File: config.mk
export PLATFORM = sky130hd
export DESIGN_NAME = tank_level_usage_monitor
export DESIGN_NICKNAME = d
export VERILOG_FILES = /design/src/hdl/tlum_pkg.sv /design/src/hdl/tlum_div.sv /design/src/hdl/tank_level_usage_monitor.sv
export SDC_FILE = /design/constraint.sdc
export NUM_CORES = 2
export LEC_CHECK = 0
export ABC_CLOCK_PERIOD_IN_PS = 9800
export BUFFER_PORTS_ARGS = -buffer_cell sky130_fd_sc_hd__buf_2
export CAP_MARGIN = 40
export CELL_PAD_IN_SITES_DETAIL_PLACEMENT = 1
export CELL_PAD_IN_SITES_GLOBAL_PLACEMENT = 1
export CORE_MARGIN = 10
export CORE_UTILIZATION = 51
export CTS_CLUSTER_DIAMETER = 100
export DETAILED_ROUTE_END_ITERATION = 7
export GPL_TIMING_DRIVEN = 0
export PLACE_DENSITY_LB_ADDON = 0.1
export SLEW_MARGIN = 25
export SYNTH_ARGS = -nofsm -noshare
export SYNTH_HDL_FRONTEND = slang
export SYNTH_SLANG_ARGS = --single-unit
File: constraint.sdc
create_clock -name clk -period 9.8 [get_ports clk]
set_input_delay 1.96 -clock clk [delete_from_list [all_inputs] [get_ports clk]]
set_output_delay 1.96 -clock clk [all_outputs]
set_load 0.05 [all_outputs]
File: src/hdl/tlum_pkg.sv
// Shared constants and types for the tank level and usage monitor.
package tlum_pkg;

  localparam int SAMPLES_PER_BURST_DEF = 10;

  // Shared divider operand width
  localparam int DIV_W = 40;

  localparam logic [11:0] EMPTY_MV_RST    = 12'd1650;
  localparam logic [11:0] FULL_MV_RST     = 12'd2900;
  localparam logic [31:0] INTERVAL_MS_RST = 32'd3600000;
  localparam logic [6:0]  CUTOFF_RST      = 7'd5;

  // Register index (paddr[3:2])
  localparam logic [1:0] REG_EMPTY    = 2'd0;
  localparam logic [1:0] REG_FULL     = 2'd1;
  localparam logic [1:0] REG_INTERVAL = 2'd2;
  localparam logic [1:0] REG_CUTOFF   = 2'd3;

  localparam logic [6:0]  LEVEL_MAX = 7'd100;
  localparam logic [19:0] DAYS_MAX  = 20'hFFFFF;

  typedef logic [DIV_W-1:0] div_word_t;

endpackage

File: src/hdl/tlum_div.sv
// Iterative restoring divider, one quotient bit per cycle.
module tlum_div import tlum_pkg::*; (
  input  logic      clk,
  input  logic      rst,
  input  logic      start,
  input  div_word_t dividend,
  input  div_word_t divisor,
  output logic      busy,
  output logic      done,
  output div_word_t quotient
);

  localparam int CW = $clog2(DIV_W + 1);

  logic [DIV_W-1:0] rem;
  logic [DIV_W-1:0] dvs;
  logic [CW-1:0]    cnt;
  logic [DIV_W:0]   trial;

  assign trial = {rem, quotient[DIV_W-1]};

  always_ff @(posedge clk) begin
    if (rst) begin
      busy <= 1'b0;
      done <= 1'b0;
      cnt  <= '0;
    end else begin
      done <= 1'b0;
      if (start) begin
        busy     <= 1'b1;
        rem      <= '0;
        quotient <= dividend;
        dvs      <= divisor;
        cnt      <= CW'(DIV_W);
      end else if (busy) begin
        if (trial >= {1'b0, dvs}) begin
          rem      <= DIV_W'(trial - {1'b0, dvs});
          quotient <= {quotient[DIV_W-2:0], 1'b1};
        end else begin
          rem      <= trial[DIV_W-1:0];
          quotient <= {quotient[DIV_W-2:0], 1'b0};
        end
        cnt <= cnt - 1'b1;
        if (cnt == CW'(1)) begin
          busy <= 1'b0;
          done <= 1'b1;
        end
      end
    end
  end

  a_no_restart: assert property (@(posedge clk) disable iff (rst) start |-> !busy)
    else $error("divider started while busy");
  a_done_after_busy: assert property (@(posedge clk) disable iff (rst) done |-> $past(busy))
    else $error("divider done without running");
  a_idle_after_done: assert property (@(posedge clk) disable iff (rst) done |-> !busy)
    else $error("divider still busy at done");

endmodule

File: src/hdl/tank_level_usage_monitor.sv
// Top level: burst averaging, level mapping, usage tracking and days estimate.
//
// Input beats carry one converter sample and its millisecond time. Zero samples
// are skipped. Every SAMPLES_PER_BURST-th beat closes a burst and yields one
// output beat. Other beats yield none and leave the block idle for the next one.
// A burst end runs a sequencer over one shared 40-bit restoring divider.
// Each division takes 40 iterations. The divisions are the average, the level
// and the days estimate.
// Millivolt rounding and usage smoothing use constant reciprocal multiplies.
// After the accepting edge of the burst's last sample, s_tready stays low while
// the sequence runs; the next sample is taken once the final step has loaded
// the output register and returned to idle.
// The result sits in an output register. If the receiver stalls, the block
// holds in its final step until the register frees, then accepts the next sample.
// Configuration goes through the APB port (four registers at 0x0, 0x4, 0x8,
// 0xC); the user must write them only while idle, unchecked by the block. Reset
// restores register defaults, empties the burst, clears the usage history and
// marks the level tracker uninitialized; no output beat is pending after reset.
module tank_level_usage_monitor import tlum_pkg::*; #(
  parameter int SAMPLES_PER_BURST = SAMPLES_PER_BURST_DEF
) (
  input  logic        clk,
  input  logic        rst,
  input  logic        s_tvalid,
  output logic        s_tready,
  input  logic [47:0] s_tdata,   // adc_sample[11:0], now_ms[43:12]
  output logic        m_tvalid,
  input  logic        m_tready,
  output logic [55:0] m_tdata,   // level_percent[6:0], sensor_millivolts[18:7],
                                 // usage_rate_q8[33:19], days_remaining_q8[53:34]
  output logic        m_tuser,   // burst_invalid
  input  logic        psel,
  input  logic        penable,
  input  logic        pwrite,
  input  logic [3:0]  paddr,
  input  logic [31:0] pwdata,
  output logic [31:0] prdata,
  output logic        pready
);

  localparam int PW = (SAMPLES_PER_BURST > 1) ? $clog2(SAMPLES_PER_BURST) : 1;

  // floor(x / 4095) = (x * MV_RECIP) >> 36 for x below 2^24
  localparam logic [24:0] MV_RECIP  = 25'd16781314;
  // floor(x / 10) = (x * USE_RECIP) >> 24 for x below 2^20
  localparam logic [20:0] USE_RECIP = 21'd1677722;

  typedef enum logic [11:0] {
    ST_IDLE  = 12'b000000000001,
    ST_AVG   = 12'b000000000010,
    ST_MUL1  = 12'b000000000100,
    ST_MUL2  = 12'b000000001000,
    ST_MV    = 12'b000000010000,
    ST_SIGN  = 12'b000000100000,
    ST_LVL   = 12'b000001000000,
    ST_TRACK = 12'b000010000000,
    ST_USE   = 12'b000100000000,
    ST_DPREP = 12'b001000000000,
    ST_DAYS  = 12'b010000000000,
    ST_OUT   = 12'b100000000000
  } state_t;

  state_t state;

  logic [11:0] empty_mv, full_mv;
  logic [31:0] interval_ms;
  logic [6:0]  cutoff;

  logic [PW-1:0] burst_pos;
  logic [15:0]   valid_sum, sum_next;
  logic [3:0]    valid_tally, tally_next;
  logic [31:0]   now_hold, last_check;
  logic [11:0]   avg, held_mv;
  logic [23:0]   prod_v, prod_e;
  logic [23:0]   mv_num;
  logic [19:0]   use_num;
  logic signed [33:0] num;
  logic signed [25:0] den;
  logic signed [33:0] num_abs;
  logic signed [25:0] den_abs;
  logic [6:0]    level, prev_level;
  logic          prev_valid, invalid;
  logic [15:0]   usage;
  logic [19:0]   days;
  logic signed [7:0] drop;

  logic      div_start, div_busy, div_done;
  div_word_t div_a, div_b, div_q;

  wire [11:0] sample  = s_tdata[11:0];
  wire [31:0] now_in  = s_tdata[43:12];
  wire        accept  = s_tvalid && s_tready;
  wire        cfg_wr  = psel && penable && pwrite && pready;

  assign s_tready = (state == ST_IDLE);
  assign pready   = 1'b1;

  always_comb begin
    sum_next   = valid_sum;
    tally_next = valid_tally;
    if (sample != 12'd0) begin
      sum_next   = valid_sum + 16'(sample);
      tally_next = valid_tally + 4'd1;
    end
    num_abs = (den < 0) ? -num : num;
    den_abs = (den < 0) ? -den : den;
    drop    = $signed({1'b0, prev_level}) - $signed({1'b0, level});
  end

  always_comb begin
    case (paddr[3:2])
      REG_EMPTY:    prdata = {20'd0, empty_mv};
      REG_FULL:     prdata = {20'd0, full_mv};
      REG_INTERVAL: prdata = interval_ms;
      REG_CUTOFF:   prdata = {25'd0, cutoff};
      default:      prdata = 32'd0;
    endcase
  end

  always_ff @(posedge clk) begin
    if (rst) begin
      empty_mv    <= EMPTY_MV_RST;
      full_mv     <= FULL_MV_RST;
      interval_ms <= INTERVAL_MS_RST;
      cutoff      <= CUTOFF_RST;
    end else if (cfg_wr) begin
      unique case (paddr[3:2])
        REG_EMPTY:    empty_mv    <= pwdata[11:0];
        REG_FULL:     full_mv     <= pwdata[11:0];
        REG_INTERVAL: interval_ms <= pwdata;
        REG_CUTOFF:   cutoff      <= pwdata[6:0];
        default: ;
      endcase
    end
  end

  always_ff @(posedge clk) begin
    if (rst) begin
      state       <= ST_IDLE;
      burst_pos   <= '0;
      valid_sum   <= '0;
      valid_tally <= '0;
      held_mv     <= '0;
      prev_valid  <= 1'b0;
      prev_level  <= '0;
      last_check  <= '0;
      usage       <= '0;
      div_start   <= 1'b0;
      m_tvalid    <= 1'b0;
    end else begin
      if (m_tvalid && m_tready && state != ST_OUT) m_tvalid <= 1'b0;
      unique case (state)
        ST_IDLE: if (accept) begin
          if (burst_pos == PW'(SAMPLES_PER_BURST - 1)) begin
            burst_pos   <= '0;
            valid_sum   <= '0;
            valid_tally <= '0;
            now_hold    <= now_in;
            if (tally_next == 4'd0) begin
              invalid <= 1'b1;
              level   <= '0;
              state   <= ST_TRACK;
            end else begin
              invalid   <= 1'b0;
              div_a     <= DIV_W'(sum_next);
              div_b     <= DIV_W'(tally_next);
              div_start <= 1'b1;
              state     <= ST_AVG;
            end
          end else begin
            burst_pos   <= burst_pos + 1'b1;
            valid_sum   <= sum_next;
            valid_tally <= tally_next;
          end
        end
        ST_AVG: begin
          div_start <= 1'b0;
          if (div_done) begin
            avg   <= div_q[11:0];
            state <= ST_MUL1;
          end
        end
        ST_MUL1: begin
          prod_v <= 24'(avg) * 24'd3300;
          prod_e <= 24'(empty_mv) * 24'd4095;
          state  <= ST_MUL2;
        end
        ST_MUL2: begin
          num <= 34'(($signed({2'b0, prod_v}) - $signed({2'b0, prod_e})) * 34'sd100);
          den <= 26'(($signed({1'b0, full_mv}) - $signed({1'b0, empty_mv})) * 26'sd4095);
          // round half up: (v + 2047) / 4095
          mv_num <= prod_v + 24'd2047;
          state  <= ST_MV;
        end
        ST_MV: begin
          held_mv <= 12'((48'(mv_num) * 48'(MV_RECIP)) >> 36);
          state   <= ST_SIGN;
        end
        ST_SIGN: begin
          if (den == 26'sd0) begin
            level <= (prod_v >= prod_e) ? LEVEL_MAX : 7'd0;
            state <= ST_TRACK;
          end else if (num_abs <= 34'sd0) begin
            level <= '0;
            state <= ST_TRACK;
          end else begin
            div_a     <= DIV_W'(num_abs);
            div_b     <= DIV_W'(den_abs);
            div_start <= 1'b1;
            state     <= ST_LVL;
          end
        end
        ST_LVL: begin
          div_start <= 1'b0;
          if (div_done) begin
            level <= (div_q >= DIV_W'(100)) ? LEVEL_MAX : div_q[6:0];
            state <= ST_TRACK;
          end
        end
        ST_TRACK: begin
          if (!prev_valid) begin
            if (level != 7'd0) begin
              prev_valid <= 1'b1;
              prev_level <= level;
              last_check <= now_hold;
            end
            state <= ST_DPREP;
          end else if ((now_hold - last_check) >= interval_ms) begin
            prev_level <= level;
            last_check <= now_hold;
            if (drop > 8'sd0 && usage != 16'd0) begin
              use_num <= 20'(usage) * 20'd7 + 20'(drop[6:0]) * 20'd768 + 20'd5;
              state   <= ST_USE;
            end else begin
              if (drop > 8'sd0) usage <= {drop[7:0], 8'd0};
              state <= ST_DPREP;
            end
          end else begin
            state <= ST_DPREP;
          end
        end
        ST_USE: begin
          usage <= 16'((44'(use_num) * 44'(USE_RECIP)) >> 24);
          state <= ST_DPREP;
        end
        ST_DPREP: begin
          if (level < cutoff || usage == 16'd0) begin
            days  <= '0;
            state <= ST_OUT;
          end else begin
            div_a     <= DIV_W'({level, 16'd0});
            div_b     <= DIV_W'({usage, 4'd0}) + DIV_W'({usage, 3'd0});
            div_start <= 1'b1;
            state     <= ST_DAYS;
          end
        end
        ST_DAYS: begin
          div_start <= 1'b0;
          if (div_done) begin
            days  <= (div_q > DIV_W'(DAYS_MAX)) ? DAYS_MAX : div_q[19:0];
            state <= ST_OUT;
          end
        end
        ST_OUT: if (!m_tvalid || m_tready) begin
          m_tvalid <= 1'b1;
          m_tdata  <= {2'b0, days, usage[14:0], held_mv, level};
          m_tuser  <= invalid;
          state    <= ST_IDLE;
        end
        default: state <= ST_IDLE;
      endcase
    end
  end

  tlum_div u_div (
    .clk      (clk),
    .rst      (rst),
    .start    (div_start),
    .dividend (div_a),
    .divisor  (div_b),
    .busy     (div_busy),
    .done     (div_done),
    .quotient (div_q)
  );

  a_done_in_wait: assert property (@(posedge clk) disable iff (rst)
    div_done |-> (state == ST_AVG || state == ST_LVL || state == ST_DAYS))
    else $error("divider finished outside a wait step");
  a_busy_not_idle: assert property (@(posedge clk) disable iff (rst)
    div_busy |-> !s_tready)
    else $error("input taken while divider runs");
  a_out_from_final: assert property (@(posedge clk) disable iff (rst)
    $rose(m_tvalid) |-> $past(state == ST_OUT))
    else $error("output beat not from final step");

endmodule
==> impl_results.html <==
<table>
<tr><th>Metric</th><th>Value</th></tr>
<tr><th colspan="2">Synthesis</th></tr>
<tr><td>Portion of netlist area occupied by mux cells</td><td>1.67%</td></tr>
<tr><td>Parity-gate share of the synthesized area counting xor and xnor cells</td><td>5.28%</td></tr>
<tr><td>Share of Yosys cell area claimed by the top area cell type</td><td>24.0%</td></tr>
<tr><td>Most numerous cell types in the synthesized netlist</td><td>sky130_fd_sc_hd__inv_1 (900), sky130_fd_sc_hd__ha_1 (789), sky130_fd_sc_hd__edfxtp_1 (438), sky130_fd_sc_hd__nand2_1 (416), sky130_fd_sc_hd__fa_1 (379)</td></tr>
<tr><td>Post-Synth Simple-Gate Area</td><td>11.2%</td></tr>
<tr><td>Number of flops mapped to enable cells by yosys</td><td>438</td></tr>
<tr><td>Combinational family with the most area after synthesis</td><td>adder cells</td></tr>
<tr><td>Count of warnings emitted by yosys</td><td>0</td></tr>
<tr><td>Largest cells by area after synthesis</td><td>sky130_fd_sc_hd__edfxtp_1 (24%), sky130_fd_sc_hd__ha_1 (18%), sky130_fd_sc_hd__fa_1 (14%)</td></tr>
<tr><td>Unique cell type count in the Yosys netlist</td><td>101</td></tr>
<tr><td>Fraction of the mapped netlist area in compound gates</td><td>12.4%</td></tr>
<tr><td>Number of standard cells after synthesis</td><td>5538</td></tr>
<tr><td>Synthesized area</td><td>54800 um2</td></tr>
<tr><td>Post-synth ARST share</td><td>0%</td></tr>
<tr><td>Cell accounting for the most synthesized area</td><td>sky130_fd_sc_hd__edfxtp_1</td></tr>
<tr><td>FF+latch count, synth</td><td>615</td></tr>
<tr><td>Sequential area share after synthesis</td><td>30.5%</td></tr>
<tr><td>Most used DFF post-synth</td><td>sky130_fd_sc_hd__edfxtp_1</td></tr>
<tr><td>Adder-cell area share of the yosys netlist</td><td>31.9%</td></tr>
<tr><td>Synthesized area divided by synthesized cell count</td><td>9.89 um2</td></tr>
<tr><td>Most common cell in the netlist</td><td>sky130_fd_sc_hd__inv_1</td></tr>
<tr><th colspan="2">Die</th></tr>
<tr><td>Number of rows in the core area</td><td>120</td></tr>
<tr><td>Placeable Area</td><td>107000 um2</td></tr>
<tr><td>Number of placed I/O pins</td><td>183</td></tr>
<tr><td>Initial Utilization</td><td>51.2%</td></tr>
<tr><td>Area of the die</td><td>121000 um2</td></tr>
<tr><td>Die span in x</td><td>348 um</td></tr>
<tr><td>Floorplan die height</td><td>348 um</td></tr>
<tr><th colspan="2">Final layout</th></tr>
<tr><td>Layout overhead on the synthesized area</td><td>10.6%</td></tr>
<tr><td>Area occupied by multi-input gates</td><td>34300 um2</td></tr>
<tr><td>Post-route cell area</td><td>60500 um2</td></tr>
<tr><td>Post-layout util</td><td>56.6%</td></tr>
<tr><td>Post-layout net count</td><td>7103</td></tr>
<tr><td>Share of cells above drive strength 1</td><td>7.98%</td></tr>
<tr><td>Sequential cell area in the final layout</td><td>16700 um2</td></tr>
<tr><td>FILL cells</td><td>12031</td></tr>
<tr><th colspan="2">Worst hold path</th></tr>
<tr><td>Hold Crit Class</td><td>reg2reg</td></tr>
<tr><td>Launch point of the worst hold path</td><td>days[1]</td></tr>
<tr><td>Number of cells traversed by the worst hold path</td><td>0</td></tr>
<tr><td>End of the worst hold path</td><td>m_tdata[35]</td></tr>
<tr><th colspan="2">Run</th></tr>
<tr><td>Count of maximum capacitance violations</td><td>0</td></tr>
<tr><th colspan="2">Clocking</th></tr>
<tr><td>CTS sink count</td><td>615</td></tr>
<tr><td>Clock slew seen by the registers of the worst setup and hold paths</td><td>60 ps</td></tr>
<tr><td>Setup fix buffers added after clock tree synthesis</td><td>0</td></tr>
<tr><td>Post-CTS Resized</td><td>0</td></tr>
<tr><td>CTS Root Buffer Type</td><td>sky130_fd_sc_hd__clkbuf_16</td></tr>
<tr><td>Hold buffer count at CTS</td><td>0</td></tr>
<tr><td>TritonCTS clock tree</td><td>done</td></tr>
<tr><td>H-Tree Level Count</td><td>3</td></tr>
<tr><td>Clock Latency Late Sink</td><td>670 ps</td></tr>
<tr><td>Maximum buffer depth of the clock tree</td><td>3</td></tr>
<tr><td>Number of clock buffers inserted by TritonCTS</td><td>73</td></tr>
<tr><th colspan="2">Timing</th></tr>
<tr><td>Final count of hold timing violations</td><td>0</td></tr>
<tr><td>Pins over their slew limit</td><td>0</td></tr>
<tr><td>Headroom to the max-slew limit</td><td>40.9%</td></tr>
<tr><td>RSZ-0062 raised after global routing</td><td>no</td></tr>
<tr><td>Final period demand of the worst path</td><td>8670 ps</td></tr>
<tr><td>Accumulated negative setup slack</td><td>0 ps</td></tr>
<tr><td>Final clock period utilization by the worst path</td><td>88.5%</td></tr>
<tr><td>Slew at the pin with the worst max-slew slack</td><td>886 ps</td></tr>
<tr><td>Max Clk Rate</td><td>115 MHz</td></tr>
<tr><td>Final number of setup-violating endpoints</td><td>0</td></tr>
<tr><td>Max Clock Skew</td><td>41.2 ps</td></tr>
<tr><th colspan="2">Critical path</th></tr>
<tr><td>Maximum net fanout on the critical path</td><td>8</td></tr>
<tr><td>CP required</td><td>10320 ps</td></tr>
<tr><td>Worst flop-to-flop path startpoint</td><td>empty_mv[0]</td></tr>
<tr><td>Most common cell on crit path</td><td>sky130_fd_sc_hd__inv_1</td></tr>
<tr><td>Critical path launch point type</td><td>flip-flop</td></tr>
<tr><td>Buffering stage count on the worst path with inverters included</td><td>6</td></tr>
<tr><td>CP max-delay cell</td><td>sky130_fd_sc_hd__fa_1</td></tr>
<tr><td>Flop-to-flop setup slack</td><td>1130 ps</td></tr>
<tr><td>Max incr delay on CP</td><td>720 ps</td></tr>
<tr><td>Endpoint of the worst register-to-register path</td><td>den[25]</td></tr>
<tr><td>Data arrival at the endpoint of the critical path</td><td>9190 ps</td></tr>
<tr><td>Type of destination of the critical path</td><td>flip-flop</td></tr>
<tr><td>Worst setup path category</td><td>reg2reg</td></tr>
<tr><td>Cell class contributing the biggest share of worst-path delay</td><td>adder cells</td></tr>
<tr><td>Logic depth of the worst register-to-register path</td><td>28</td></tr>
<tr><th colspan="2">Pwr</th></tr>
<tr><td>Static leakage power</td><td>27.4 nW</td></tr>
<tr><td>VDD IR max</td><td>384 uV</td></tr>
<tr><td>Pwr/cell area</td><td>177 nW/um2</td></tr>
<tr><td>Overall Power</td><td>0.0107 W</td></tr>
<tr><th colspan="2">Routing</th></tr>
<tr><td>Via-to-Cell Ratio</td><td>5.74</td></tr>
<tr><td>First-pass iteration count of the detailed router</td><td>5</td></tr>
<tr><td>Residual DRC count</td><td>0</td></tr>
<tr><td>Number of nets still failing antenna checks after routing</td><td>0</td></tr>
<tr><td>Total vias in the final route</td><td>41972</td></tr>
<tr><td>Final Routed Wirelength</td><td>165000 um</td></tr>
<tr><td>DR WL/cell</td><td>22.6 um</td></tr>
<tr><td>Number of design-rule violations left by the first detailed-router iteration</td><td>2496</td></tr>
<tr><th colspan="2">Global route</th></tr>
<tr><td>Global-route wire length before repair</td><td>257000 um</td></tr>
<tr><td>Remaining global-route overflow</td><td>0</td></tr>
<tr><td>Overall Global Routing Usage</td><td>27.0%</td></tr>
<tr><td>Vias in the first global route</td><td>44780</td></tr>
<tr><td>Number of antenna violations at the first check in global routing</td><td>8</td></tr>
<tr><td>Largest net degree at the start of global routing</td><td>28</td></tr>
<tr><th colspan="2">Placed design</th></tr>
<tr><td>Placed cell areas</td><td>58000 um2</td></tr>
<tr><td>HPWL after DPL</td><td>137000 um</td></tr>
<tr><td>Port Buffer Count</td><td>171</td></tr>
<tr><td>Final Wtd Congestion</td><td>0.920</td></tr>
<tr><th colspan="2">Run status</th></tr>
<tr><td>Status</td><td>finished, final reports clean</td></tr>
</table>
-- cells in the final DEF (no fill, tap or decap), types with 36 or more instances in the layout --
cell,instances
sky130_fd_sc_hd__a211oi_1,41
sky130_fd_sc_hd__a21o_1,118
sky130_fd_sc_hd__a21oi_1,346
sky130_fd_sc_hd__and2_1,40
sky130_fd_sc_hd__buf_2,180
sky130_fd_sc_hd__clkbuf_1,123
sky130_fd_sc_hd__clkbuf_16,75
sky130_fd_sc_hd__dfxtp_1,177
sky130_fd_sc_hd__edfxtp_1,438
sky130_fd_sc_hd__fa_1,379
sky130_fd_sc_hd__ha_1,789
sky130_fd_sc_hd__inv_1,900
sky130_fd_sc_hd__mux2_2,36
sky130_fd_sc_hd__nand2_1,416
sky130_fd_sc_hd__nand2b_1,38
sky130_fd_sc_hd__nand3_1,95
sky130_fd_sc_hd__nand4_1,45
sky130_fd_sc_hd__nor2_1,301
sky130_fd_sc_hd__nor2b_1,39
sky130_fd_sc_hd__nor3_1,71
sky130_fd_sc_hd__o21a_1,39
sky130_fd_sc_hd__o21ai_0,168
sky130_fd_sc_hd__o21bai_1,44
sky130_fd_sc_hd__o22ai_1,36
sky130_fd_sc_hd__o31ai_1,48
sky130_fd_sc_hd__or3_1,41
sky130_fd_sc_hd__xnor2_1,195
sky130_fd_sc_hd__xor2_1,135
-- sequential cells by signal (all words and copies together), names as in the netlist, 24 cells and up --
name / cells
last_check: 32
m_tdata: 54
now_hold: 32
div_a: 34
den: 26
num: 31
u_div.dvs: 26
u_div.quotient: 40
prod_e: 24
u_div.rem: 40
interval_ms: 32
div_b: 26
-- power breakdown --
part / switching (W) / internal (W)
clock network: 0.00120 / 0.00164
registers: 0.0000607 / 0.00308
logic: 0.00280 / 0.00196
-- worst max-delay path by stage --
stage | slack [ps] | endpoint | start | cells after the start
2_1_floorplan | 840 | den[0] | rst | 2
3_3_place_gp | -1840 | den[3] | rst | 3
3_5_place_dp | 1270 | den[25] | empty_mv[0] | 28
4_1_cts | 1220 | den[25] | empty_mv[0] | 28
5_1_grt | 750 | den[25] | empty_mv[0] | 28
6_report | 1130 | den[25] | empty_mv[0] | 28
-- metrics by stage --
step | cells | hold WS, ps | setup slack (ps)
after global placement | 7113 | 404 | -1840
after global routing | 7308 | 425 | 753
after CTS | 7298 | 421 | 1220
after detailed placement | 7163 | 406 | 1270
after floorplan | 5539 | 400 | 844
final | 7308 | 420 | 1130
-- final cells by class --
cell class	count	share of cell area (%)
plain buffers	125	0.835
clock buffers	94	3.27
repair buffers	230	2.40
inverters	902	5.59
well taps	1403	2.90
multi-input cells	3897	56.6
diodes	1	0.00413
clock inverters	41	0.814
flip-flops and latches	615	27.6
-- metal layers --
layer	vias up	wire, um	track usage (%)
li1	19674	-	-
met1	21018	71100	34.9
met2	969	80500	46.4
met3	301	7940	3.61
met4	10	5580	8.70
met5	-	56	0
-- cells by family after synthesis --
logic type      after synthesis
compound gates             1053
xor+xnor                    330
mux                          78
simple gates               1265
fa+ha+maj                  1168
flops                       615
other cells                   2
buf+inv                    1027
No activity file was read; power rests on OpenSTA's default activity.
